$ cat src/hw/rtl/assert_macros.svh
// assertion macros shared by the bit engine modules
// no dependencies; included by the files that check their own logic
`ifndef ASSERT_MACROS_SVH
`define ASSERT_MACROS_SVH

// implication checked at every rising edge, quiet while reset is held
`define CHK_PROP(label, clk, rst_n, prop, msg) \
    label: assert property (@(posedge clk) disable iff (!(rst_n)) (prop)) else $error(msg);

// same check with no reset qualifier
`define CHK_PROP_ALWAYS(label, clk, prop, msg) \
    label: assert property (@(posedge clk) (prop)) else $error(msg);

`endif

$ cat src/hw/rtl/i2cmbe_pkg.sv
// shared types and constants for the i2c master bit engine
// no dependencies; used by front, back and top level
package i2cmbe_pkg;

    localparam int unsigned HOLD_W   = 16;
    localparam int unsigned CFG_IDX_W = 1;

    // command codes
    localparam logic [2:0] CMD_START  = 3'd0;
    localparam logic [2:0] CMD_STOP   = 3'd1;
    localparam logic [2:0] CMD_WRITE  = 3'd2;
    localparam logic [2:0] CMD_READ   = 3'd3;
    localparam logic [2:0] CMD_TX_ACK = 3'd4;
    localparam logic [2:0] CMD_RX_ACK = 3'd5;

    // configuration register indexes
    localparam logic [CFG_IDX_W-1:0] CFG_SCL_HOLD = 1'b0;
    localparam logic [CFG_IDX_W-1:0] CFG_SDA_HOLD = 1'b1;

    localparam logic [HOLD_W-1:0] SCL_HOLD_RESET = 16'd5;
    localparam logic [HOLD_W-1:0] SDA_HOLD_RESET = 16'd1;

    typedef struct packed {
        logic       cmd_valid;
        logic [2:0] kind;
        logic [7:0] tx_byte;
        logic       ack_out;
        logic       sda_in;
    } t_in_item;

    typedef struct packed {
        logic       scl;
        logic       sda_out;
        logic       busy_res;
        logic       done_res;
        logic [7:0] rx_byte;
        logic       rx_ack;
    } t_out_item;

    // queue entry: the item plus the front's verdict on it
    typedef struct packed {
        t_in_item item;
        logic     start_ok;
    } t_q_entry;

    typedef struct packed {
        logic [HOLD_W-1:0] scl_hold;
        logic [HOLD_W-1:0] sda_hold;
    } t_cfg;

endpackage

$ cat src/hw/rtl/i2c_master_bit_engine.sv
// i2c master bit engine: one item per bus tick in, one result item per tick out
// a result is registered in the output register after its item has passed through the front queue
// throughput: one item per clock while the output is not stalled; the back end steps once per item
// the front queue and the output register let either side stall on its own
// reset (synchronous, active low): lines released, engine idle, holds 5 and 1
// depends on i2cmbe_pkg, i2cmbe_front and i2cmbe_back
module i2c_master_bit_engine #(
    parameter int unsigned QUEUE_DEPTH = 2
) (
    input  logic                                  i_clk,
    input  logic                                  i_rst_n,
    input  logic                                  i_in_valid,
    output logic                                  o_in_stall,
    input  i2cmbe_pkg::t_in_item                  i_in_item,
    output logic                                  o_out_valid,
    input  logic                                  i_out_stall,
    output i2cmbe_pkg::t_out_item                 o_out_item,
    input  logic                                  i_cfg_valid,
    output logic                                  o_cfg_ready,
    input  logic [i2cmbe_pkg::CFG_IDX_W-1:0]      i_cfg_index,
    input  logic [i2cmbe_pkg::HOLD_W-1:0]         i_cfg_data
);

    logic [i2cmbe_pkg::HOLD_W-1:0] r_scl_hold;
    logic [i2cmbe_pkg::HOLD_W-1:0] r_sda_hold;
    i2cmbe_pkg::t_cfg              cfg;
    logic                          q_valid;
    logic                          q_pop;
    i2cmbe_pkg::t_q_entry          q_entry;

    assign o_cfg_ready  = 1'b1;
    assign cfg.scl_hold = r_scl_hold;
    assign cfg.sda_hold = r_sda_hold;

    always_ff @(posedge i_clk) begin
        if (!i_rst_n) begin
            r_scl_hold <= i2cmbe_pkg::SCL_HOLD_RESET;
            r_sda_hold <= i2cmbe_pkg::SDA_HOLD_RESET;
        end else if (i_cfg_valid && o_cfg_ready) begin
            unique case (i_cfg_index)
                i2cmbe_pkg::CFG_SCL_HOLD: r_scl_hold <= i_cfg_data;
                i2cmbe_pkg::CFG_SDA_HOLD: r_sda_hold <= i_cfg_data;
                default:                  r_scl_hold <= r_scl_hold;
            endcase
        end
    end

    i2cmbe_front #(
        .QUEUE_DEPTH (QUEUE_DEPTH)
    ) u_front (
        .i_clk      (i_clk),
        .i_rst_n    (i_rst_n),
        .i_in_valid (i_in_valid),
        .o_in_stall (o_in_stall),
        .i_in_item  (i_in_item),
        .o_q_valid  (q_valid),
        .o_q_entry  (q_entry),
        .i_q_pop    (q_pop)
    );

    i2cmbe_back u_back (
        .i_clk       (i_clk),
        .i_rst_n     (i_rst_n),
        .i_cfg       (cfg),
        .i_q_valid   (q_valid),
        .i_q_entry   (q_entry),
        .o_q_pop     (q_pop),
        .o_out_valid (o_out_valid),
        .i_out_stall (i_out_stall),
        .o_out_item  (o_out_item)
    );

endmodule

$ cat src/hw/rtl/i2cmbe_front.sv
// front end: accepts items, marks valid commands, queues them for the engine
// depends on i2cmbe_pkg and assert_macros.svh
`include "assert_macros.svh"

module i2cmbe_front #(
    parameter int unsigned QUEUE_DEPTH = 2
) (
    input  logic                 i_clk,
    input  logic                 i_rst_n,
    input  logic                 i_in_valid,
    output logic                 o_in_stall,
    input  i2cmbe_pkg::t_in_item i_in_item,
    output logic                 o_q_valid,
    output i2cmbe_pkg::t_q_entry o_q_entry,
    input  logic                 i_q_pop
);

    localparam int unsigned PTR_W = (QUEUE_DEPTH > 1) ? $clog2(QUEUE_DEPTH) : 1;
    localparam int unsigned CNT_W = $clog2(QUEUE_DEPTH + 1);

    i2cmbe_pkg::t_q_entry r_queue [QUEUE_DEPTH];
    logic [PTR_W-1:0] r_wr_ptr, n_wr_ptr;
    logic [PTR_W-1:0] r_rd_ptr, n_rd_ptr;
    logic [CNT_W-1:0] r_count,  n_count;
    logic             push, pop;
    i2cmbe_pkg::t_q_entry new_entry;

    assign o_in_stall = (r_count == CNT_W'(QUEUE_DEPTH));
    assign push       = i_in_valid && !o_in_stall;
    assign pop        = i_q_pop && (r_count != '0);
    assign o_q_valid  = (r_count != '0);
    assign o_q_entry  = r_queue[r_rd_ptr];

    always_comb begin
        new_entry.item     = i_in_item;
        // only a well formed command can start the engine
        new_entry.start_ok = i_in_item.cmd_valid && (i_in_item.kind <= i2cmbe_pkg::CMD_RX_ACK);
    end

    always_comb begin
        n_wr_ptr = r_wr_ptr;
        n_rd_ptr = r_rd_ptr;
        n_count  = r_count;
        if (push) begin
            n_wr_ptr = (r_wr_ptr == PTR_W'(QUEUE_DEPTH - 1)) ? '0 : r_wr_ptr + PTR_W'(1);
        end
        if (pop) begin
            n_rd_ptr = (r_rd_ptr == PTR_W'(QUEUE_DEPTH - 1)) ? '0 : r_rd_ptr + PTR_W'(1);
        end
        if (push && !pop) begin
            n_count = r_count + CNT_W'(1);
        end else if (pop && !push) begin
            n_count = r_count - CNT_W'(1);
        end
    end

    always_ff @(posedge i_clk) begin
        if (!i_rst_n) begin
            r_wr_ptr <= '0;
            r_rd_ptr <= '0;
            r_count  <= '0;
        end else begin
            r_wr_ptr <= n_wr_ptr;
            r_rd_ptr <= n_rd_ptr;
            r_count  <= n_count;
        end
    end

    always_ff @(posedge i_clk) begin
        if (push) begin
            r_queue[r_wr_ptr] <= new_entry;
        end
    end

    `CHK_PROP(a_count_bounded, i_clk, i_rst_n, r_count <= CNT_W'(QUEUE_DEPTH), "queue overfilled")
    `CHK_PROP(a_count_up, i_clk, i_rst_n, (push && !pop) |=> (r_count > $past(r_count)), "push lost")
    `CHK_PROP(a_pop_has_data, i_clk, i_rst_n, i_q_pop |-> (r_count != '0), "pop from empty queue")

endmodule

$ cat src/hw/rtl/i2cmbe_back.sv
// back end: steps the bit sequencer once per queued item, registers the result
// depends on i2cmbe_pkg and assert_macros.svh
`include "assert_macros.svh"

module i2cmbe_back (
    input  logic                  i_clk,
    input  logic                  i_rst_n,
    input  i2cmbe_pkg::t_cfg      i_cfg,
    input  logic                  i_q_valid,
    input  i2cmbe_pkg::t_q_entry  i_q_entry,
    output logic                  o_q_pop,
    output logic                  o_out_valid,
    input  logic                  i_out_stall,
    output i2cmbe_pkg::t_out_item o_out_item
);

    typedef enum logic [1:0] {
        PRIM_SCL,
        PRIM_SDA,
        PRIM_RD
    } t_prim_kind;

    typedef struct packed {
        t_prim_kind kind;
        logic       lvl;
    } t_prim;

    function automatic logic [4:0] seq_len(input logic [2:0] cmd);
        logic [4:0] len;
        unique case (cmd)
            i2cmbe_pkg::CMD_START:  len = 5'd4;
            i2cmbe_pkg::CMD_STOP:   len = 5'd3;
            i2cmbe_pkg::CMD_WRITE:  len = 5'd24;
            i2cmbe_pkg::CMD_READ:   len = 5'd25;
            i2cmbe_pkg::CMD_TX_ACK: len = 5'd3;
            default:                len = 5'd4;
        endcase
        return len;
    endfunction

    // ph is idx mod 3 and bit is idx div 3, kept as counters beside idx
    function automatic t_prim prim_of(input logic [2:0] cmd, input logic [4:0] idx,
                                      input logic [1:0] ph, input logic [2:0] bit_no,
                                      input logic [7:0] tx, input logic ack);
        t_prim      p;
        logic [1:0] rph;
        p.kind = PRIM_SCL;
        p.lvl  = 1'b0;
        rph    = (ph == 2'd0) ? 2'd2 : ph - 2'd1;
        unique case (cmd)
            i2cmbe_pkg::CMD_START: begin
                p.lvl  = (idx < 5'd2);
                p.kind = idx[0] ? PRIM_SCL : PRIM_SDA;
            end
            i2cmbe_pkg::CMD_STOP: begin
                p.lvl  = (idx != 5'd0);
                p.kind = (idx == 5'd1) ? PRIM_SCL : PRIM_SDA;
            end
            i2cmbe_pkg::CMD_WRITE: begin
                if (ph == 2'd0) begin
                    p.kind = PRIM_SDA;
                    p.lvl  = tx[3'd7 - bit_no];
                end else begin
                    p.lvl  = (ph == 2'd1);
                end
            end
            i2cmbe_pkg::CMD_READ: begin
                if (idx == 5'd0) begin
                    p.kind = PRIM_SDA;
                    p.lvl  = 1'b1;
                end else if (rph == 2'd1) begin
                    p.kind = PRIM_RD;
                end else begin
                    p.lvl  = (rph == 2'd0);
                end
            end
            i2cmbe_pkg::CMD_TX_ACK: begin
                if (idx == 5'd0) begin
                    p.kind = PRIM_SDA;
                    p.lvl  = ack;
                end else begin
                    p.lvl  = (idx == 5'd1);
                end
            end
            default: begin
                if (idx == 5'd0) begin
                    p.kind = PRIM_SDA;
                    p.lvl  = 1'b1;
                end else if (idx == 5'd2) begin
                    p.kind = PRIM_RD;
                end else begin
                    p.lvl  = (idx == 5'd1);
                end
            end
        endcase
        return p;
    endfunction

    logic                          r_scl,     n_scl;
    logic                          r_sda,     n_sda;
    logic [2:0]                    r_cmd,     n_cmd;
    logic                          r_running, n_running;
    logic [4:0]                    r_step,    n_step;
    logic [1:0]                    r_ph,      n_ph;
    logic [2:0]                    r_bit,     n_bit;
    logic [i2cmbe_pkg::HOLD_W-1:0] r_hold,    n_hold;
    logic [7:0]                    r_shift,   n_shift;
    logic                          r_ack_seen, n_ack_seen;
    logic [7:0]                    r_tx,      n_tx;
    logic                          r_ack,     n_ack;
    logic                          r_out_valid;
    i2cmbe_pkg::t_out_item         r_out;

    logic                          pop;
    logic [i2cmbe_pkg::HOLD_W-1:0] hold_dec;
    logic [4:0]                    step_inc;
    logic [1:0]                    ph_inc;
    logic [2:0]                    bit_inc;
    logic                          finish;
    logic                          do_issue;
    logic [2:0]                    eff_cmd;
    logic [4:0]                    eff_idx;
    logic [1:0]                    eff_ph;
    logic [2:0]                    eff_bit;
    logic [7:0]                    eff_tx;
    logic                          eff_ack;
    t_prim                         prim;
    logic [i2cmbe_pkg::HOLD_W-1:0] hold_sel;

    assign pop         = i_q_valid && (!r_out_valid || !i_out_stall);
    assign o_q_pop     = pop;
    assign o_out_valid = r_out_valid;
    assign o_out_item  = r_out;

    assign hold_dec = (r_hold == '0) ? '0 : r_hold - i2cmbe_pkg::HOLD_W'(1);
    assign step_inc = r_step + 5'd1;
    assign ph_inc   = (r_ph == 2'd2) ? 2'd0 : r_ph + 2'd1;
    assign bit_inc  = (r_ph == 2'd2) ? r_bit + 3'd1 : r_bit;
    assign finish   = r_running && (hold_dec == '0) && (step_inc >= seq_len(r_cmd));
    assign do_issue = r_running ? ((hold_dec == '0) && !finish) : i_q_entry.start_ok;

    // a fresh command issues its first primitive on the accepting tick
    assign eff_cmd = r_running ? r_cmd   : i_q_entry.item.kind;
    assign eff_idx = r_running ? step_inc : 5'd0;
    assign eff_ph  = r_running ? ph_inc  : 2'd0;
    assign eff_bit = r_running ? bit_inc : 3'd0;
    assign eff_tx  = r_running ? r_tx    : i_q_entry.item.tx_byte;
    assign eff_ack = r_running ? r_ack   : i_q_entry.item.ack_out;
    assign prim    = prim_of(eff_cmd, eff_idx, eff_ph, eff_bit, eff_tx, eff_ack);

    always_comb begin
        hold_sel = (prim.kind == PRIM_SCL) ? i_cfg.scl_hold : i_cfg.sda_hold;
        if (hold_sel == '0) begin
            hold_sel = i2cmbe_pkg::HOLD_W'(1);
        end
    end

    always_comb begin
        n_scl      = r_scl;
        n_sda      = r_sda;
        n_cmd      = r_cmd;
        n_running  = r_running;
        n_step     = r_step;
        n_ph       = r_ph;
        n_bit      = r_bit;
        n_hold     = r_hold;
        n_shift    = r_shift;
        n_ack_seen = r_ack_seen;
        n_tx       = r_tx;
        n_ack      = r_ack;
        if (r_running) begin
            n_hold = hold_dec;
            if (hold_dec == '0) begin
                if (finish) begin
                    n_running = 1'b0;
                    n_step    = 5'd0;
                    n_ph      = 2'd0;
                    n_bit     = 3'd0;
                end else begin
                    n_step = step_inc;
                    n_ph   = ph_inc;
                    n_bit  = bit_inc;
                end
            end
        end else if (i_q_entry.start_ok) begin
            n_cmd     = i_q_entry.item.kind;
            n_tx      = i_q_entry.item.tx_byte;
            n_ack     = i_q_entry.item.ack_out;
            n_running = 1'b1;
            n_step    = 5'd0;
            n_ph      = 2'd0;
            n_bit     = 3'd0;
            if (i_q_entry.item.kind == i2cmbe_pkg::CMD_READ) begin
                n_shift = 8'd0;
            end
        end
        if (do_issue) begin
            n_hold = hold_sel;
            unique case (prim.kind)
                PRIM_SCL: n_scl = prim.lvl;
                PRIM_SDA: n_sda = prim.lvl;
                PRIM_RD: begin
                    if (eff_cmd == i2cmbe_pkg::CMD_READ) begin
                        n_shift = {n_shift[6:0], i_q_entry.item.sda_in};
                    end else begin
                        n_ack_seen = i_q_entry.item.sda_in;
                    end
                end
                default: n_hold = hold_sel;
            endcase
        end
    end

    always_ff @(posedge i_clk) begin
        if (!i_rst_n) begin
            r_scl       <= 1'b1;
            r_sda       <= 1'b1;
            r_cmd       <= i2cmbe_pkg::CMD_START;
            r_running   <= 1'b0;
            r_step      <= 5'd0;
            r_ph        <= 2'd0;
            r_bit       <= 3'd0;
            r_hold      <= '0;
            r_shift     <= 8'd0;
            r_ack_seen  <= 1'b0;
            r_tx        <= 8'd0;
            r_ack       <= 1'b0;
            r_out_valid <= 1'b0;
        end else begin
            if (pop) begin
                r_scl      <= n_scl;
                r_sda      <= n_sda;
                r_cmd      <= n_cmd;
                r_running  <= n_running;
                r_step     <= n_step;
                r_ph       <= n_ph;
                r_bit      <= n_bit;
                r_hold     <= n_hold;
                r_shift    <= n_shift;
                r_ack_seen <= n_ack_seen;
                r_tx       <= n_tx;
                r_ack      <= n_ack;
            end
            if (pop) begin
                r_out_valid <= 1'b1;
            end else if (!i_out_stall) begin
                r_out_valid <= 1'b0;
            end
        end
    end

    // result register carries the state as it stands after this item
    always_ff @(posedge i_clk) begin
        if (pop) begin
            r_out.scl      <= n_scl;
            r_out.sda_out  <= n_sda;
            r_out.busy_res <= n_running;
            r_out.done_res <= finish;
            r_out.rx_byte  <= n_shift;
            r_out.rx_ack   <= n_ack_seen;
        end
    end

    `CHK_PROP(a_hold_live, i_clk, i_rst_n, r_running |-> (r_hold != '0), "engine running with no hold")
    `CHK_PROP(a_step_in_seq, i_clk, i_rst_n, r_running |-> (r_step < seq_len(r_cmd)), "step beyond sequence")
    `CHK_PROP(a_done_idle, i_clk, i_rst_n, (r_out_valid && r_out.done_res) |-> !r_out.busy_res, "done while busy")

endmodule
$ cat config.mk
export PLATFORM = sky130hd
export DESIGN_NAME = i2c_master_bit_engine
export DESIGN_NICKNAME = d
export VERILOG_FILES = /design/src/hw/rtl/i2cmbe_pkg.sv /design/src/hw/rtl/i2c_master_bit_engine.sv /design/src/hw/rtl/i2cmbe_front.sv /design/src/hw/rtl/i2cmbe_back.sv
export VERILOG_INCLUDE_DIRS = /design/src /design/src/hw/rtl
export SDC_FILE = /design/constraint.sdc
export NUM_CORES = 1
export LEC_CHECK = 0
export ABC_AREA = 1
export ABC_CLOCK_PERIOD_IN_PS = 2400
export BUFFER_PORTS_ARGS = -buffer_cell sky130_fd_sc_hd__buf_2
export CORE_AREA = 8 8 126 128
export CTS_BUF_LIST = sky130_fd_sc_hd__clkbuf_2 sky130_fd_sc_hd__clkbuf_4 sky130_fd_sc_hd__clkbuf_8
export CTS_CLUSTER_SIZE = 40
export DETAILED_ROUTE_END_ITERATION = 6
export DIE_AREA = 0 0 134 136
export PLACE_DENSITY = 0.74
export SYNTH_ARGS = -nofsm -noshare
export SYNTH_HDL_FRONTEND = slang
export SYNTH_SLANG_ARGS = --single-unit
$ cat constraint.sdc
create_clock -name i_clk -period 2.4 [get_ports i_clk]
set_input_delay 0.36 -clock i_clk [delete_from_list [all_inputs] [get_ports i_clk]]
set_output_delay 0.36 -clock i_clk [all_outputs]
set_load 0.03 [all_outputs]
Yosys cells after proc, flatten, opt, wreduce, memory -nomap -nowiden
Memory sizes are Yosys's and may differ from the RTL's. A register that Yosys moved wholly into a read port is not among the register bits.
Cells that the tools add are included.
{ "totals": {"regBits": 100, "inputBits": 36, "word_cells": 165, "out_inout_bits": 16, "n_memories": 1, "ramBits": 30} }
{ "op_classes": {"n_mux": 70, "order_cmp": 4, "bitwise": 2, "eq_ne": 19, "addsub": 10, "n_reduce_logical": 35} }
{ "mem_list": {"columns": ["name", "depth", "word_bits", "read_ports", "rd_ports_with_merged_regs", "wr", "line_no", "source"], "rows": [
  ["u_front.r_queue", 2, 15, 1, 1, 1, "i2cmbe_front.sv:21", "i2cmbe_pkg::t_q_entry r_queue [QUEUE_DEPTH];"]
]} }
{ "op_table": {"columns": ["operator", "count"], "rows": [
  ["16-bit 2-to-1 mux", 5],
  ["8-bit 2-to-1 mux", 7],
  ["16-bit logical NOT", 3],
  ["1-bit 2-to-1 mux", 30],
  ["3-bit 2-to-1 mux", 9],
  ["5-bit 2-to-1 mux", 5],
  ["2-bit 2-to-1 mux", 11],
  ["16-bit by 1-bit subtractor with 16-bit output, second input constant", 1],
  ["3-bit by 2-bit equality test with 1-bit output, second input constant", 5],
  ["3-bit one-hot mux with 5 select lines", 1],
  ["5-bit one-hot mux with 3 select lines", 1],
  ["1-bit logical AND", 9],
  ["2-bit nonzero test", 4],
  ["2-bit by 1-bit equality test with 1-bit output, second input constant", 3],
  ["2-bit equality test, second input constant", 3],
  ["3-bit by 1-bit equality test with 1-bit output, second input constant", 2],
  ["3-bit equality test, second input constant", 2],
  ["1-bit logical NOT", 6],
  ["2-bit logical NOT", 3],
  ["2-bit AND reduction", 3],
  ["3-bit AND reduction", 2],
  ["5-bit by 1-bit adder with 5-bit output, second input constant", 1],
  ["5-bit by 1-bit equality test with 1-bit output, second input constant", 1],
  ["5-bit by 2-bit equality test with 1-bit output, second input constant", 1],
  ["other kinds (18)", 22]
]} }

Logic depth before layout (Yosys ltp)
Gate-level depths: netlist (run 1).
{ "depth": {"word_depth": 14, "depth_mapped": 23} }

Modules after synthesis
Synthesis (run 1) repeated with hierarchy kept, for this count alone.
{ "unflattened": {"cells_unflattened": 966, "hier_area_um2": 7233.2} }
{ "modules_own_cells": {"columns": ["module", "cells_each", "area_each_um2", "n_inst"], "rows": [
  ["i2cmbe_back", 708, 4563.1, 1],
  ["i2cmbe_front", 85, 1391.3, 1],
  ["i2c_master_bit_engine", 173, 1278.7, 1]
]} }

Worst setup path after synthesis (run 1)
Ideal clock, no wire load.
{ "synth_timing": {"kind": "reg2reg", "from": "register u_back.r_step[0]", "to": "register u_back.r_out (netlist bit u_back.o_out_item[12]) (data pin)", "setup_time_ps": 255, "path_stages_with_launch": 15, "path_slack_ps": -200, "t_arrival_ps": 2345, "required_time_ps": 2145, "cell_sequence": "dfxtp_1 ha_1 nand3_1 nand2_1 nand2_1 ha_1 nand2_1 inv_1 a221oi_1 and3_1 nor2_1 nor2_4 buf_4 nand3_1 and2_1"} }
{ "synth_between": {"elab_chain_cells": 9, "word_cells_on_any_way": 24, "classes_between": "add/sub (1); order compare (2); eq/ne (2); mux (13); reduce/logical (6)"} }
{ "synth_lines": {"columns": ["item", "line_no", "source"], "rows": [
  ["from (decl)", "i2cmbe_back.sv:103", "logic [4:0] r_step, n_step;"],
  ["from (signal assigned)", "i2cmbe_back.sv:235", "r_step <= n_step;"],
  ["5-bit by 1-bit adder with 5-bit output *", "i2cmbe_back.sv:136", "assign step_inc = r_step + 5'd1;"],
  ["5-bit 2-to-1 mux", "i2cmbe_back.sv:144", "assign eff_idx = r_running ? step_inc : 5'd0;"],
  ["5-bit by 2-bit equality test with 1-bit output", "i2cmbe_back.sv:89", "end else if (idx == 5'd2) begin"],
  ["2-bit 2-to-1 mux", "i2cmbe_back.sv:89", null],
  ["3-bit 2-to-1 mux", "i2cmbe_back.sv:86", "if (idx == 5'd0) begin"],
  ["3-bit one-hot mux with 5 select lines", "i2cmbe_back.sv:50", "unique case (cmd)"],
  ["2-bit logical NOT", "i2cmbe_back.sv:199", "unique case (prim.kind)"],
  ["1-bit 2-to-1 mux", "i2cmbe_back.sv:199", null],
  ["1-bit 2-to-1 mux *", "i2cmbe_back.sv:197", "if (do_issue) begin"],
  ["via u_back.n_scl", "i2cmbe_back.sv:99", "logic r_scl, n_scl;"],
  ["to (decl)", "i2cmbe_back.sv:112", "i2cmbe_pkg::t_out_item r_out;"]
]} }
Mark *: on every way through the listed nets, which the timed path passes. The rest lies on a longest branch.
A chain may end at the register's enable or synchronous reset.

Worst setup path in the final report (run 1)
{ "layout_timing": {"from": "register u_back.r_hold[1] (netlist name)", "to": "register u_back.r_shift[6]"} }
{ "layout_between": {"elab_chain_cells": 9, "word_cells_on_any_way": 10, "classes_between": "add/sub (1); mux (3); reduce/logical (6)"} }
{ "layout_lines": {"columns": ["item", "line_no", "source"], "rows": [
  ["from (decl)", "i2cmbe_back.sv:106", "logic [i2cmbe_pkg::HOLD_W-1:0] r_hold, n_hold;"],
  ["from (signal assigned)", "i2cmbe_back.sv:238", "r_hold <= n_hold;"],
  ["16-bit by 1-bit subtractor with 16-bit output or 16-bit logical NOT (tied branches)", "i2cmbe_back.sv:135", "assign hold_dec = (r_hold == '0) ? '0 : r_hold - i2cmbe_pkg::HOLD_W'(1);"],
  ["16-bit 2-to-1 mux *", "i2cmbe_back.sv:135", null],
  ["16-bit logical NOT *", "i2cmbe_back.sv:139, i2cmbe_back.sv:140", null],
  ["1-bit logical AND (2 in series)", "i2cmbe_back.sv:139", "assign finish = r_running && (hold_dec == '0) && (step_inc >= seq_len(r_cmd));"],
  ["1-bit logical NOT", "i2cmbe_back.sv:140", "assign do_issue = r_running ? ((hold_dec == '0) && !finish) : i_q_entry.start_ok;"],
  ["1-bit logical AND *", "i2cmbe_back.sv:140", null],
  ["1-bit 2-to-1 mux *", "i2cmbe_back.sv:140", null],
  ["8-bit 2-to-1 mux *", "i2cmbe_back.sv:197", null],
  ["via u_back.n_shift[6]", "i2cmbe_back.sv:107", "logic [7:0] r_shift, n_shift;"],
  ["to (signal assigned)", "i2cmbe_back.sv:239", "r_shift <= n_shift;"],
  ["to (decl)", "i2cmbe_back.sv:107", null]
]} }
Marked as above.

==> flow_summary_export.csv, run 1 <==
group,metric,value,unit
outcome,outcome,"finished, violations left",
outcome,violations,"negative setup slack",
critical_path,critPathMaxFanout,8,
synthesis,async_reset_ff_frac,0,
placed_design,gp_congestion,0.928,
routing,vias,6458,
global_route,antenna_found_initial,0,
sta,setup_tns,-1.68,ns
flow_run,maxCapViolCount,0,
routing,dr.first_iter.drc_count,632,
critical_path,ff2ff_path_depth,19,
synthesis,synthTopCellsByArea,"dfxtp_1, edfxtp_1, nand2_1",
placed_design,placed_cells,1216,
floorplan,rows,44,
synthesis,synth_edf_count,41,
floorplan,start_util,0.484,
placed_design,dp_hpwl,11700,um
sta,relSlewSlack,0.289,
cts,cts_sinks,129,
cells_and_area,nNetsFinal,1111,
critical_path,cp-endpoint,"u_back.r_shift[6]",
global_route,grt_overflow,0,
cells_and_area,nFillCells,1201,
cts,cts_buffers,17,
routing,wirelength,17600,um
cells_and_area,syn_to_final_growth,30.7,%
floorplan,ios,52,
floorplan,die_w,134,um
routing,wire_per_inst,14.0,um
critical_path,path_cells,"inv_2 -> ha_4 -> nand2_4 -> nor2_4 -> nand3_4 -> inv_2 -> nand2_2 -> clkinv_2 -> nor2_1 -> nor3_1 -> nand4_1 -> nor2_4 -> nor2_4 -> nor2_4 -> buf_12 -> clkbuf_16 -> o21ai_1 -> o21ai_1 -> inv_1",
sta,fmax,0.398,GHz
cells_and_area,diodes,0,
synthesis,ys_ff_latch,129,
routing,vias_per_cell,5.11,
sta,hold_slack,0.0942,ns
cts,root_buffer,"clkbuf_8",
critical_path,crit_path_start_kind,"flop",
pwr,power_density,1720,nW/um^2
cts,clk_latency,0.45,ns
critical_path,critical_path_class,"flop to flop",
hold_path,hold_class,"input pin to flop",
global_route,grt_use_total,0.191,
synthesis,synth_most_common_cell,"nand2_1",
critical_path,critical_path.max_stage_delay,0.34,ns
critical_path,cp_slowest_cell,"dfxtp_1",
sta,hold_viol,0,
global_route,grt_max_degree,32,
floorplan,dieArea,18200,um^2
routing,route.detailed.drc,0,
global_route,first_global_vias,6006,
sta,min_period,2.51,ns
critical_path,critPathMostFrequentCell,"nor2_4",
placed_design,port_buffers,50,
critical_path,reg2reg_slack,-0.11,ns
synthesis,synthCells,923,
cts,cts_hold_buf,0,
synthesis,yosysWarnings,0,
synthesis,synth.top_cell.area_share,0.259,
floorplan,die_h,136,um
cells_and_area,multi_input_area,3570,um^2
cts,cts_max_level,4,
synthesis,synthFlopType,"dfxtp_1",
critical_path,reg2reg_to,"u_back.r_shift[6]",
cells_and_area,final_layout_size_suffix_gt1_frac,0.301,
synthesis,synth-seq-area-share,0.440,
cells_and_area,final_cell_area,8880,um^2
synthesis,synth.avg_cell_area,7.37,um^2
routing,ant_nets,0,
sta,worst_pin_slew,1.06,ns
placed_design,placed_area,7890,um^2
synthesis,synth_area,6800,um^2
floorplan,core,14000,um^2
cts,clk_path_buf_depth,2,
sta,final_max_slew_viol_count,0,
sta,rsz0062_at_grt,"true",
critical_path,crit-reg2reg-launch,"u_back.r_hold[1]",
critical_path,required,2.75,ns
cells_and_area,final_cells,1263,
critical_path,cp-end-kind,"flop",
sta,timing.final.ws_setup,-0.111,ns
pwr,ir_worst_vdd,696,uV
critical_path,crit_path_start,"u_back.r_hold[1]",
synthesis,syn-num-nets,968,
global_route,grt_pass1_wl,28100,um
sta,fin_crit_sh,1.05,
pwr,leakage,4.01,nW
cts,cts.clk_slew.worst_paths,0.08,ns
synthesis,ys_types,48,
cells_and_area,ff_latch_area,3010,um^2
sta,setup_viol,42,
critical_path,worstPathArrival,2.86,ns
sta,finalClockSkew,0.0106,ns
synthesis,synthTopCellsByCount,"nand2_1, nor2_1, dfxtp_1",
routing,first_pass_iters,5,
cts,cts_tree,"yes",
synthesis,yosysTopAreaCell,"dfxtp_1",
repair_timing:
action | 4_1_cts | 5_1_grt
cloned | 2 | 2
hold endpoints to repair | 0 | 0
pin swaps | 18 | 23
setup endpoints to repair | 49 | 51
setup buffers | 7 | 4
resized for setup | 50 | 55
routing by layer:
metal | part of all wire | GRT usage
met4 | 0.021 | 0.0736
met1 | 0.45 | 0.239
met2 | 0.48 | 0.317
met5 | 0 | 0
met3 | 0.050 | 0.0395
worst min path at each step:
stage | start | to | depth (start not counted)
global placement | r_scl_hold[2] | r_scl_hold[2] | 2
detailed placement | r_scl_hold[0] | r_scl_hold[0] | 2
CTS | i_in_item[5] | u_front.r_queue[0][6] | 1
floorplan | u_front.r_rd_ptr | flop | 1
finish | i_in_item[7] | u_front.r_queue[1][8] | 1
global route | i_in_item[5] | u_front.r_queue[0][6] | 1
state kept, by name (all words and copies together) (netlist names), 5 cells and up, named ones only:
signal	flops
u_front.r_queue	28
r_scl_hold	16
r_sda_hold	16
u_back.r_hold	16
u_back.o_out_item	13
u_back.r_shift	8
u_back.r_tx	8
u_back.r_step	5
kinds of logic after synthesis:
kind of cell / after synthesis / synth area share
simple gates: 455 / 0.289
compound gates: 179 / 0.146
buf+inv: 134 / 0.0856
flops: 129 / 0.440
xor+xnor: 11 / 0.0142
fa+ha+maj: 9 / 0.0166
mux: 5 / 0.00736
other cells: 1 / 0.000552
critical path, delay by kind of cell, from the launching register on:
family / cells / cell delay, ns
flip-flops: 1 / 0.34
AO/OA/AOI/OAI: 2 / 0.21
AND/OR/NAND/NOR: 10 / 1.15
buffers and inverters: 6 / 0.57
adder cells (fa/ha/maj): 1 / 0.14
area by class of cell:
type / count / area share
multi-input combinational: 660 / 0.402
sequential: 129 / 0.338
timing repair buffer: 162 / 0.136
inverter: 95 / 0.0418
clock inverter: 15 / 0.0289
clock buffer: 17 / 0.0263
tap: 184 / 0.0259
timing repair inverter: 1 / 0.000563
per-stage QoR:
| step | total power (W) | utilization | setup slack (ns) |
|---|---|---|---|
| 6_report | 0.0153 | 0.633 | -0.111 |
| 5_1_grt | 0.0163 | 0.633 | -0.259 |
| 4_1_cts | 0.0143 | 0.613 | -0.0197 |
| 3_5_place_dp | 0.0113 | 0.562 | -0.206 |
| 3_3_place_gp | 0.0112 | 0.562 | -0.135 |
| 2_1_floorplan | 0.00831 | - | -0.0185 |
placed cells by master (no fill, tap or decap), types with 4 or more instances in the layout:
cell type / netlist / routed
a211oi_1: 8 / 8
a21oi_1: 51 / 50
a21oi_2: 10 / 11
a31oi_1: 4 / 4
buf_2: 4 / 50
buf_4: 4 / 95
buf_6: 7 / 11
bufinv_16: 0 / 6
clkbuf_8: 0 / 17
clkinv_4: 0 / 4
dfxtp_1: 88 / 81
dfxtp_2: 0 / 5
edfxtp_1: 41 / 41
ha_1: 9 / 5
ha_4: 0 / 4
inv_1: 87 / 80
inv_2: 4 / 8
inv_4: 2 / 4
mux2i_1: 5 / 5
nand2_1: 202 / 174
nand2_2: 11 / 36
nand3_1: 62 / 59
nand3_2: 5 / 7
nand4_1: 10 / 10
nor2_1: 132 / 117
nor2_2: 4 / 12
nor2_4: 2 / 9
nor3_1: 10 / 4
nor3_2: 1 / 4
nor4_1: 4 / 4
o21ai_0: 82 / 79
o21ai_1: 14 / 13
o21ai_2: 1 / 5
or2_2: 6 / 6
xnor2_1: 5 / 5
xor2_1: 6 / 5
where the power goes:
part,switching [W],internal [W],leakage [nW]
registers,0.000359,0.00290,1.12
logic,0.00551,0.00421,2.65
clock network,0.000916,0.00136,0.243
total,0.00678,0.00847,4.01
No activity file was read; power rests on OpenSTA's default activity.
==> inputs of run 2 (changes only) <==
--- a/config.mk
+++ b/config.mk
@@ -6,14 +6,13 @@
 export SDC_FILE = /design/constraint.sdc
 export NUM_CORES = 1
 export LEC_CHECK = 0
-export ABC_AREA = 1
 export ABC_CLOCK_PERIOD_IN_PS = 2400
 export BUFFER_PORTS_ARGS = -buffer_cell sky130_fd_sc_hd__buf_2
-export CORE_AREA = 8 8 126 128
+export CORE_AREA = 8 8 122 124
 export CTS_BUF_LIST = sky130_fd_sc_hd__clkbuf_2 sky130_fd_sc_hd__clkbuf_4 sky130_fd_sc_hd__clkbuf_8
 export CTS_CLUSTER_SIZE = 40
 export DETAILED_ROUTE_END_ITERATION = 6
-export DIE_AREA = 0 0 134 136
+export DIE_AREA = 0 0 130 132
 export PLACE_DENSITY = 0.74
 export SYNTH_ARGS = -nofsm -noshare
 export SYNTH_HDL_FRONTEND = slang
==> constraint.sdc (replaced) <==
create_clock -name i_clk -period 2.4 [get_ports i_clk]
set_input_delay 0.36 -clock i_clk [delete_from_list [all_inputs] [get_ports i_clk]]
set_output_delay 0.36 -clock i_clk [all_outputs]
set_load 0.05 [all_outputs]
==> run 2 against run 1 <==
Effect of this change:
- the flow still finishes with violations (negative setup slack)
- utilization grew 1.3 points
- clock power down 23%
- synthesized cell count down 27%
- area after synthesis is 7.5% lower
- first-iteration DRC count fell by 25%
- largest cell class unchanged
==> flow_summary_export.csv, run 2 <==
group,metric,value,unit
outcome,outcome,"finished, violations left",
outcome,violations,"negative setup slack",
critical_path,crit_path_start_kind,"flop",
pwr,p_total,0.0119,W
cts,root_buffer,"clkbuf_8",
placed_design,port_buffers,50,
hold_path,hold_class,"input pin to flop",
global_route,antenna_found_initial,0,
synthesis,synth_most_common_cell,"nand2_1",
cts,cts_buffers,17,
flow_run,maxCapViolCount,0,
synthesis,yosysWarnings,0,
cts,cts.clk_slew.worst_paths,0.08,ns
cells_and_area,largest_register,"u_front.r_queue",
sta,worst_pin_slew,0.786,ns
global_route,grt_use_total,0.203,
critical_path,path_cells,"or4_4 -> or4_4 -> o31ai_1 -> buf_4 -> a2111oi_4 -> buf_4 -> a31o_4 -> buf_6 -> or4_1 -> o21ai_0 -> o2bb2ai_1",
cells_and_area,layout_commonest_cell,"buf_4",
global_route,grt_max_degree,58,
global_route,grt_overflow,0,
sta,min_period,3.33,ns
cells_and_area,nNetsFinal,884,
sta,hold_viol,0,
critical_path,cp_slowest_cell,"or4_4",
synthesis,synth_edf_count,41,
routing,wirelength,17700,um
synthesis,synthCells,670,
sta,finalClockSkew,0.0113,ns
synthesis,synthFlopType,"dfxtp_1",
routing,first_pass_iters,5,
pwr,ir_worst_vdd,768,uV
critical_path,reg2reg_to,"u_back.r_hold[10]",
routing,ant_nets,0,
placed_design,dp_hpwl,12300,um
sta,rsz0062_at_grt,"true",
placed_design,gp_congestion,0.950,
critical_path,worstPathArrival,3.72,ns
synthesis,ys_ff_latch,129,
floorplan,core,13000,um^2
critical_path,crit_path_start,"u_back.r_hold[10]",
synthesis,yosysTopAreaCell,"dfxtp_1",
synthesis,synth.avg_cell_area,9.39,um^2
cells_and_area,syn_to_final_growth,33.2,%
critical_path,critical_path_class,"flop to flop",
cells_and_area,mostFrequentLayoutCells,"buf_4, nand2_1, dfxtp_1, nor2_1, buf_2",
routing,route.detailed.drc,0,
routing,dr.first_iter.drc_count,474,
sta,setup_viol,51,
routing,wire_per_inst,17.2,um
critical_path,cp-end-kind,"flop",
critical_path,critPathMaxFanout,6,
synthesis,synth_area,6290,um^2
cts,clk_latency,0.46,ns
cts,clk_path_buf_depth,2,
sta,hold_slack,0.0861,ns
sta,final_max_slew_viol_count,0,
cells_and_area,final_layout_size_suffix_gt1_frac,0.338,
critical_path,reg2reg_slack,-0.93,ns
synthesis,async_reset_ff_frac,0,
floorplan,rows,42,
cells_and_area,diodes,0,
critical_path,ff2ff_path_depth,11,
cells_and_area,largest_reg_flops,28,
global_route,grt_pass1_wl,27800,um
routing,vias,5971,
sta,timing.final.ws_setup,-0.932,ns
synthesis,ys_types,72,
critical_path,critical_path.max_stage_delay,0.54,ns
floorplan,start_util,0.485,
cts,cts_max_level,4,
synthesis,syn-num-nets,715,
synthesis,synthTopCellsByArea,"dfxtp_1, edfxtp_1, mux2i_1",
floorplan,die_h,132,um
sta,relSlewSlack,0.471,
cts,cts_tree,"yes",
synthesis,synth.top_cell.area_share,0.280,
sta,fmax,0.300,GHz
critical_path,cp-endpoint,"u_back.r_hold[10]",
floorplan,ios,52,
cts,cts_hold_buf,0,
floorplan,die_w,130,um
global_route,first_global_vias,5749,
sta,fin_crit_sh,1.39,
synthesis,synthTopCellsByCount,"nand2_1, dfxtp_1, a21oi_1",
pwr,leakage,3.41,nW
floorplan,dieArea,17200,um^2
synthesis,synth-seq-area-share,0.476,
critical_path,required,2.79,ns
cts,cts_sinks,129,
routing,vias_per_cell,5.81,
pwr,power_density,1420,nW/um^2
critical_path,crit-reg2reg-launch,"u_back.r_hold[10]",
run 2: layer usage:
metal  vias to the layer above  routed length (um)  GRT usage
li1                       2814                   -          -
met2                       294                8100      0.312
met3                        53                1560     0.0538
met5                         -                   0          0
met4                         0                 582     0.0807
met1                      2810                7440      0.263
run 2: worst min path at each step:
stage               cells past startpoint  slack, ns          from               endpoint
floorplan                               1       0.43  u_back.r_sda           u_back.r_sda
global placement                        1       0.44  u_back.r_sda           u_back.r_sda
detailed placement                      1       0.45  u_back.r_sda           u_back.r_sda
CTS                                     1       0.07  i_in_item[7]  u_front.r_queue[0][8]
global route                            1       0.06  i_in_item[7]  u_front.r_queue[0][8]
finish                                  1       0.09  i_in_item[7]  u_front.r_queue[0][8]
run 2: logic make-up (layout without fill, tap and decap cells):
kind of cell | Yosys count | count (layout) | share of synthesized area
fa+ha+maj | 9 | 9 | 0.0179
xor+xnor | 13 | 13 | 0.0181
mux | 56 | 56 | 0.0911
flops | 129 | 129 | 0.476
buf+inv | 53 | 234 | 0.0340
other cells | 1 | 1 | 0.000596
simple gates | 242 | 242 | 0.184
compound gates | 167 | 168 | 0.178
run 2: layout make-up:
class / count / area [um^2]
fillers: 1012 / 4600
multi-input cells: 489 / 3380
flip-flops and latches: 129 / 3000
repair buffers: 189 / 1370
clock buffers: 17 / 234
well taps: 176 / 220
clock inverters: 15 / 131
inverters: 13 / 48.8
run 2: stage by stage:
stage | setup WS (ns) | setup TNS [ns] | util | area [um^2] | std cells
after floorplan | -1.07 | -43.74 | - | 6350 | 670
after global placement | -0.876 | -37.73 | 0.584 | 7580 | 978
after detailed placement | -0.927 | -40.60 | 0.584 | 7580 | 978
after CTS | -0.769 | -34.47 | 0.631 | 8200 | 1021
after global routing | -1.03 | -42.89 | 0.646 | 8380 | 1028
final | -0.932 | -37.87 | 0.646 | 8380 | 1028
run 2: critical path, delay by kind of cell (launching register included):
family,cells,cell delay [ns]
AO/OA/AOI/OAI,5,0.94
buffers and inverters,3,0.53
flip-flops,1,0.33
AND/OR/NAND/NOR,3,1.47
run 2: timing repair:
action | CTS | global route
setup endpoints to repair | 51 | 51
hold endpoints to repair | 0 | 0
gates resized for setup | 37 | 32
cloned | 1 | 1
setup buffers | 10 | 7
pin swaps | 13 | 26
run 2: where the power goes:
group	total, W	switching (W)	internal (W)
registers	0.00294	0.000216	0.00273
clock network	0.00175	0.000922	0.000827
logic	0.00718	0.00391	0.00328
total	0.0119	0.00504	0.00683
==> inputs of run 3 (changes only) <==
--- a/config.mk
+++ b/config.mk
@@ -6,13 +6,14 @@
 export SDC_FILE = /design/constraint.sdc
 export NUM_CORES = 1
 export LEC_CHECK = 0
+export ABC_AREA = 1
 export ABC_CLOCK_PERIOD_IN_PS = 2400
 export BUFFER_PORTS_ARGS = -buffer_cell sky130_fd_sc_hd__buf_2
-export CORE_AREA = 8 8 122 124
+export CORE_AREA = 8 8 126 128
 export CTS_BUF_LIST = sky130_fd_sc_hd__clkbuf_2 sky130_fd_sc_hd__clkbuf_4 sky130_fd_sc_hd__clkbuf_8
 export CTS_CLUSTER_SIZE = 40
 export DETAILED_ROUTE_END_ITERATION = 6
-export DIE_AREA = 0 0 130 132
+export DIE_AREA = 0 0 134 136
 export PLACE_DENSITY = 0.74
 export SYNTH_ARGS = -nofsm -noshare
 export SYNTH_HDL_FRONTEND = slang
==> run 3 against run 2 <==
Effect of this change:
- the flow still finishes with violations (negative setup slack)
- sequential share of layout area down 2.5 points
- non-clock buffer count down 13
- clock skew down 0.00083 ns
- critical endpoint is now u_back.r_hold[3]
- largest cell class unchanged
- highest routed layer unchanged
==> flow_summary_export.csv, run 3 (same netlist as run 1, synthesis figures left out) <==
group,metric,value,unit
sta,finalClockSkew,0.0105,ns
sta,final_max_slew_viol_count,0,
cts,cts_buffers,17,
critical_path,critical_path_class,"flop to flop",
sta,fmax,0.395,GHz
sta,hold_viol,0,
routing,first_pass_iters,5,
cells_and_area,nNetsFinal,1126,
critical_path,crit_path_start,"u_back.r_hold[1]",
placed_design,gp_congestion,0.901,
cts,cts_max_level,4,
routing,wire_per_inst,14.4,um
floorplan,dieArea,18200,um^2
critical_path,cp_slowest_cell,"dfxtp_2",
flow_run,maxCapViolCount,0,
routing,ant_nets,0,
sta,min_period,2.53,ns
critical_path,critical_path.max_stage_delay,0.33,ns
global_route,grt_max_degree,57,
placed_design,port_buffers,50,
sta,rsz0062_at_grt,"true",
global_route,first_global_vias,5919,
critical_path,critPathMaxFanout,7,
floorplan,die_h,136,um
floorplan,start_util,0.484,
critical_path,path_cells,"inv_2 -> ha_4 -> nand2_4 -> nor2_4 -> nand3_4 -> buf_6 -> xor2_2 -> nand2_1 -> nand2_1 -> inv_1 -> nand4_1 -> nor2_4 -> nor2_4 -> nor2_4 -> buf_4 -> clkbuf_16 -> nand2_1 -> a21oi_1",
routing,vias,6638,
cts,root_buffer,"clkbuf_8",
sta,hold_slack,0.0747,ns
floorplan,ios,52,
cells_and_area,diodes,0,
critical_path,cp-end-kind,"flop",
cts,clk_latency,0.48,ns
cts,clk_path_buf_depth,2,
floorplan,die_w,134,um
cts,cts.clk_slew.worst_paths,0.07,ns
sta,timing.final.ws_setup,-0.133,ns
critical_path,critPathMostFrequentCell,"nor2_4",
cells_and_area,nFillCells,1177,
routing,dr.first_iter.drc_count,501,
critical_path,required,2.80,ns
cells_and_area,syn_to_final_growth,33.0,%
cells_and_area,layout_commonest_cell,"nand2_1",
cts,cts_sinks,129,
critical_path,path_buf_inv,5,
critical_path,crit_path_start_kind,"flop",
sta,relSlewSlack,0.593,
outcome,violations,"negative setup slack",
global_route,antenna_found_initial,0,
global_route,grt_pass1_wl,27700,um
placed_design,dp_hpwl,11800,um
routing,vias_per_cell,5.19,
cells_and_area,largest_reg_flops,28,
critical_path,worstPathArrival,2.94,ns
global_route,grt_use_total,0.189,
hold_path,hold_class,"input pin to flop",
floorplan,core,14000,um^2
sta,worst_pin_slew,0.610,ns
critical_path,crit-reg2reg-launch,"u_back.r_hold[1]",
global_route,grt_overflow,0,
routing,wirelength,18500,um
critical_path,reg2reg_slack,-0.13,ns
cts,cts_tree,"yes",
cells_and_area,mostFrequentLayoutCells,"nand2_1, nor2_1, buf_4, inv_1, dfxtp_1",
critical_path,cpLargestDelayFamily,"simple AND/OR/NAND/NOR gates",
routing,route.detailed.drc,0,
sta,fin_crit_sh,1.06,
cells_and_area,final_layout_size_suffix_gt1_frac,0.319,
floorplan,rows,44,
hold_path,min_from,"i_in_item[2]",
cells_and_area,largest_register,"u_front.r_queue",
sta,setup_viol,46,
outcome,outcome,"finished, violations left",
==> run 3: cell types whose count changed in the layout (fill, tap and decap cells not counted), sizes merged, moves of 9 or more <==
cell,previous run,this run
nand2,93,216
nor2,52,138
inv,18,94
o21ai,31,98
nand3,12,67
mux2i,46,5
buf,189,174
nor4,15,4
mux2,10,0
nand2b,10,0
or4,10,0
or3,9,0
==> run 3: worst register-to-register path: stages (launching register included) <==
cell       delay [ns]
dfxtp_2          0.33
inv_2            0.06
ha_4             0.14
nand2_4          0.07
nor2_4           0.15
nand3_4          0.10
buf_6            0.14
xor2_2           0.13
nand2_1          0.10
nand2_1          0.06
inv_1            0.06
nand4_1          0.17
nor2_4           0.17
nor2_4           0.07
nor2_4           0.20
buf_4            0.17
clkbuf_16        0.14
nand2_1          0.06
a21oi_1          0.14
==> run 3: worst paths after layout <==
check                     endpoint  cells after the start
max               u_back.r_hold[3]                     18
min          u_front.r_queue[0][3]                      1
max reg2reg       u_back.r_hold[3]                     18
min reg2reg                   flop                      1
==> run 3: per-layer routing <==
metal / part of all wire / track usage / wire, um
met1: 0.45 / 0.236 / 8330
met2: 0.47 / 0.304 / 8690
met3: 0.051 / 0.0432 / 932
met4: 0.027 / 0.0886 / 507
met5: 0 / 0 / 0
==> run 3: through the flow <==
| stage | utilization | setup TNS, ns | setup WS (ns) | instance area [um^2] | instances |
|---|---|---|---|---|---|
| 2_1_floorplan | - | -0.0846 | -0.0846 | 6810 | 923 |
| 3_3_place_gp | 0.559 | -0.255 | -0.0367 | 7850 | 1219 |
| 3_5_place_dp | 0.559 | -2.36 | -0.102 | 7850 | 1219 |
| 4_1_cts | 0.605 | -0.433 | -0.0498 | 8490 | 1262 |
| 5_1_grt | 0.644 | -12.61 | -0.317 | 9040 | 1278 |
| 6_report | 0.644 | -3.10 | -0.133 | 9040 | 1278 |
==> run 3: layout make-up <==
cell class	instances	area (um^2)	share of cell area
clock buffers	18	248	0.0274
clock inverters	14	116	0.0129
inverters	95	368	0.0407
multi-input cells	662	3720	0.412
flip-flops and latches	129	3010	0.333
well taps	184	230	0.0255
repair buffers	176	1350	0.149
==> run 3: timing repair <==
item / 4_1_cts / 5_1_grt
pin swaps: 7 / 61
gates resized for setup: 41 / 99
gates cloned: 4 / 2
hold buffers: 0 / 0
setup buffers: 7 / 14
endpoints found under the setup margin: 49 / 50
hold endpoints to repair: 0 / 0
Power of run 3 is not shown: default switching activity piles up to over one toggle a cycle in this logic, so the estimate is an artifact.
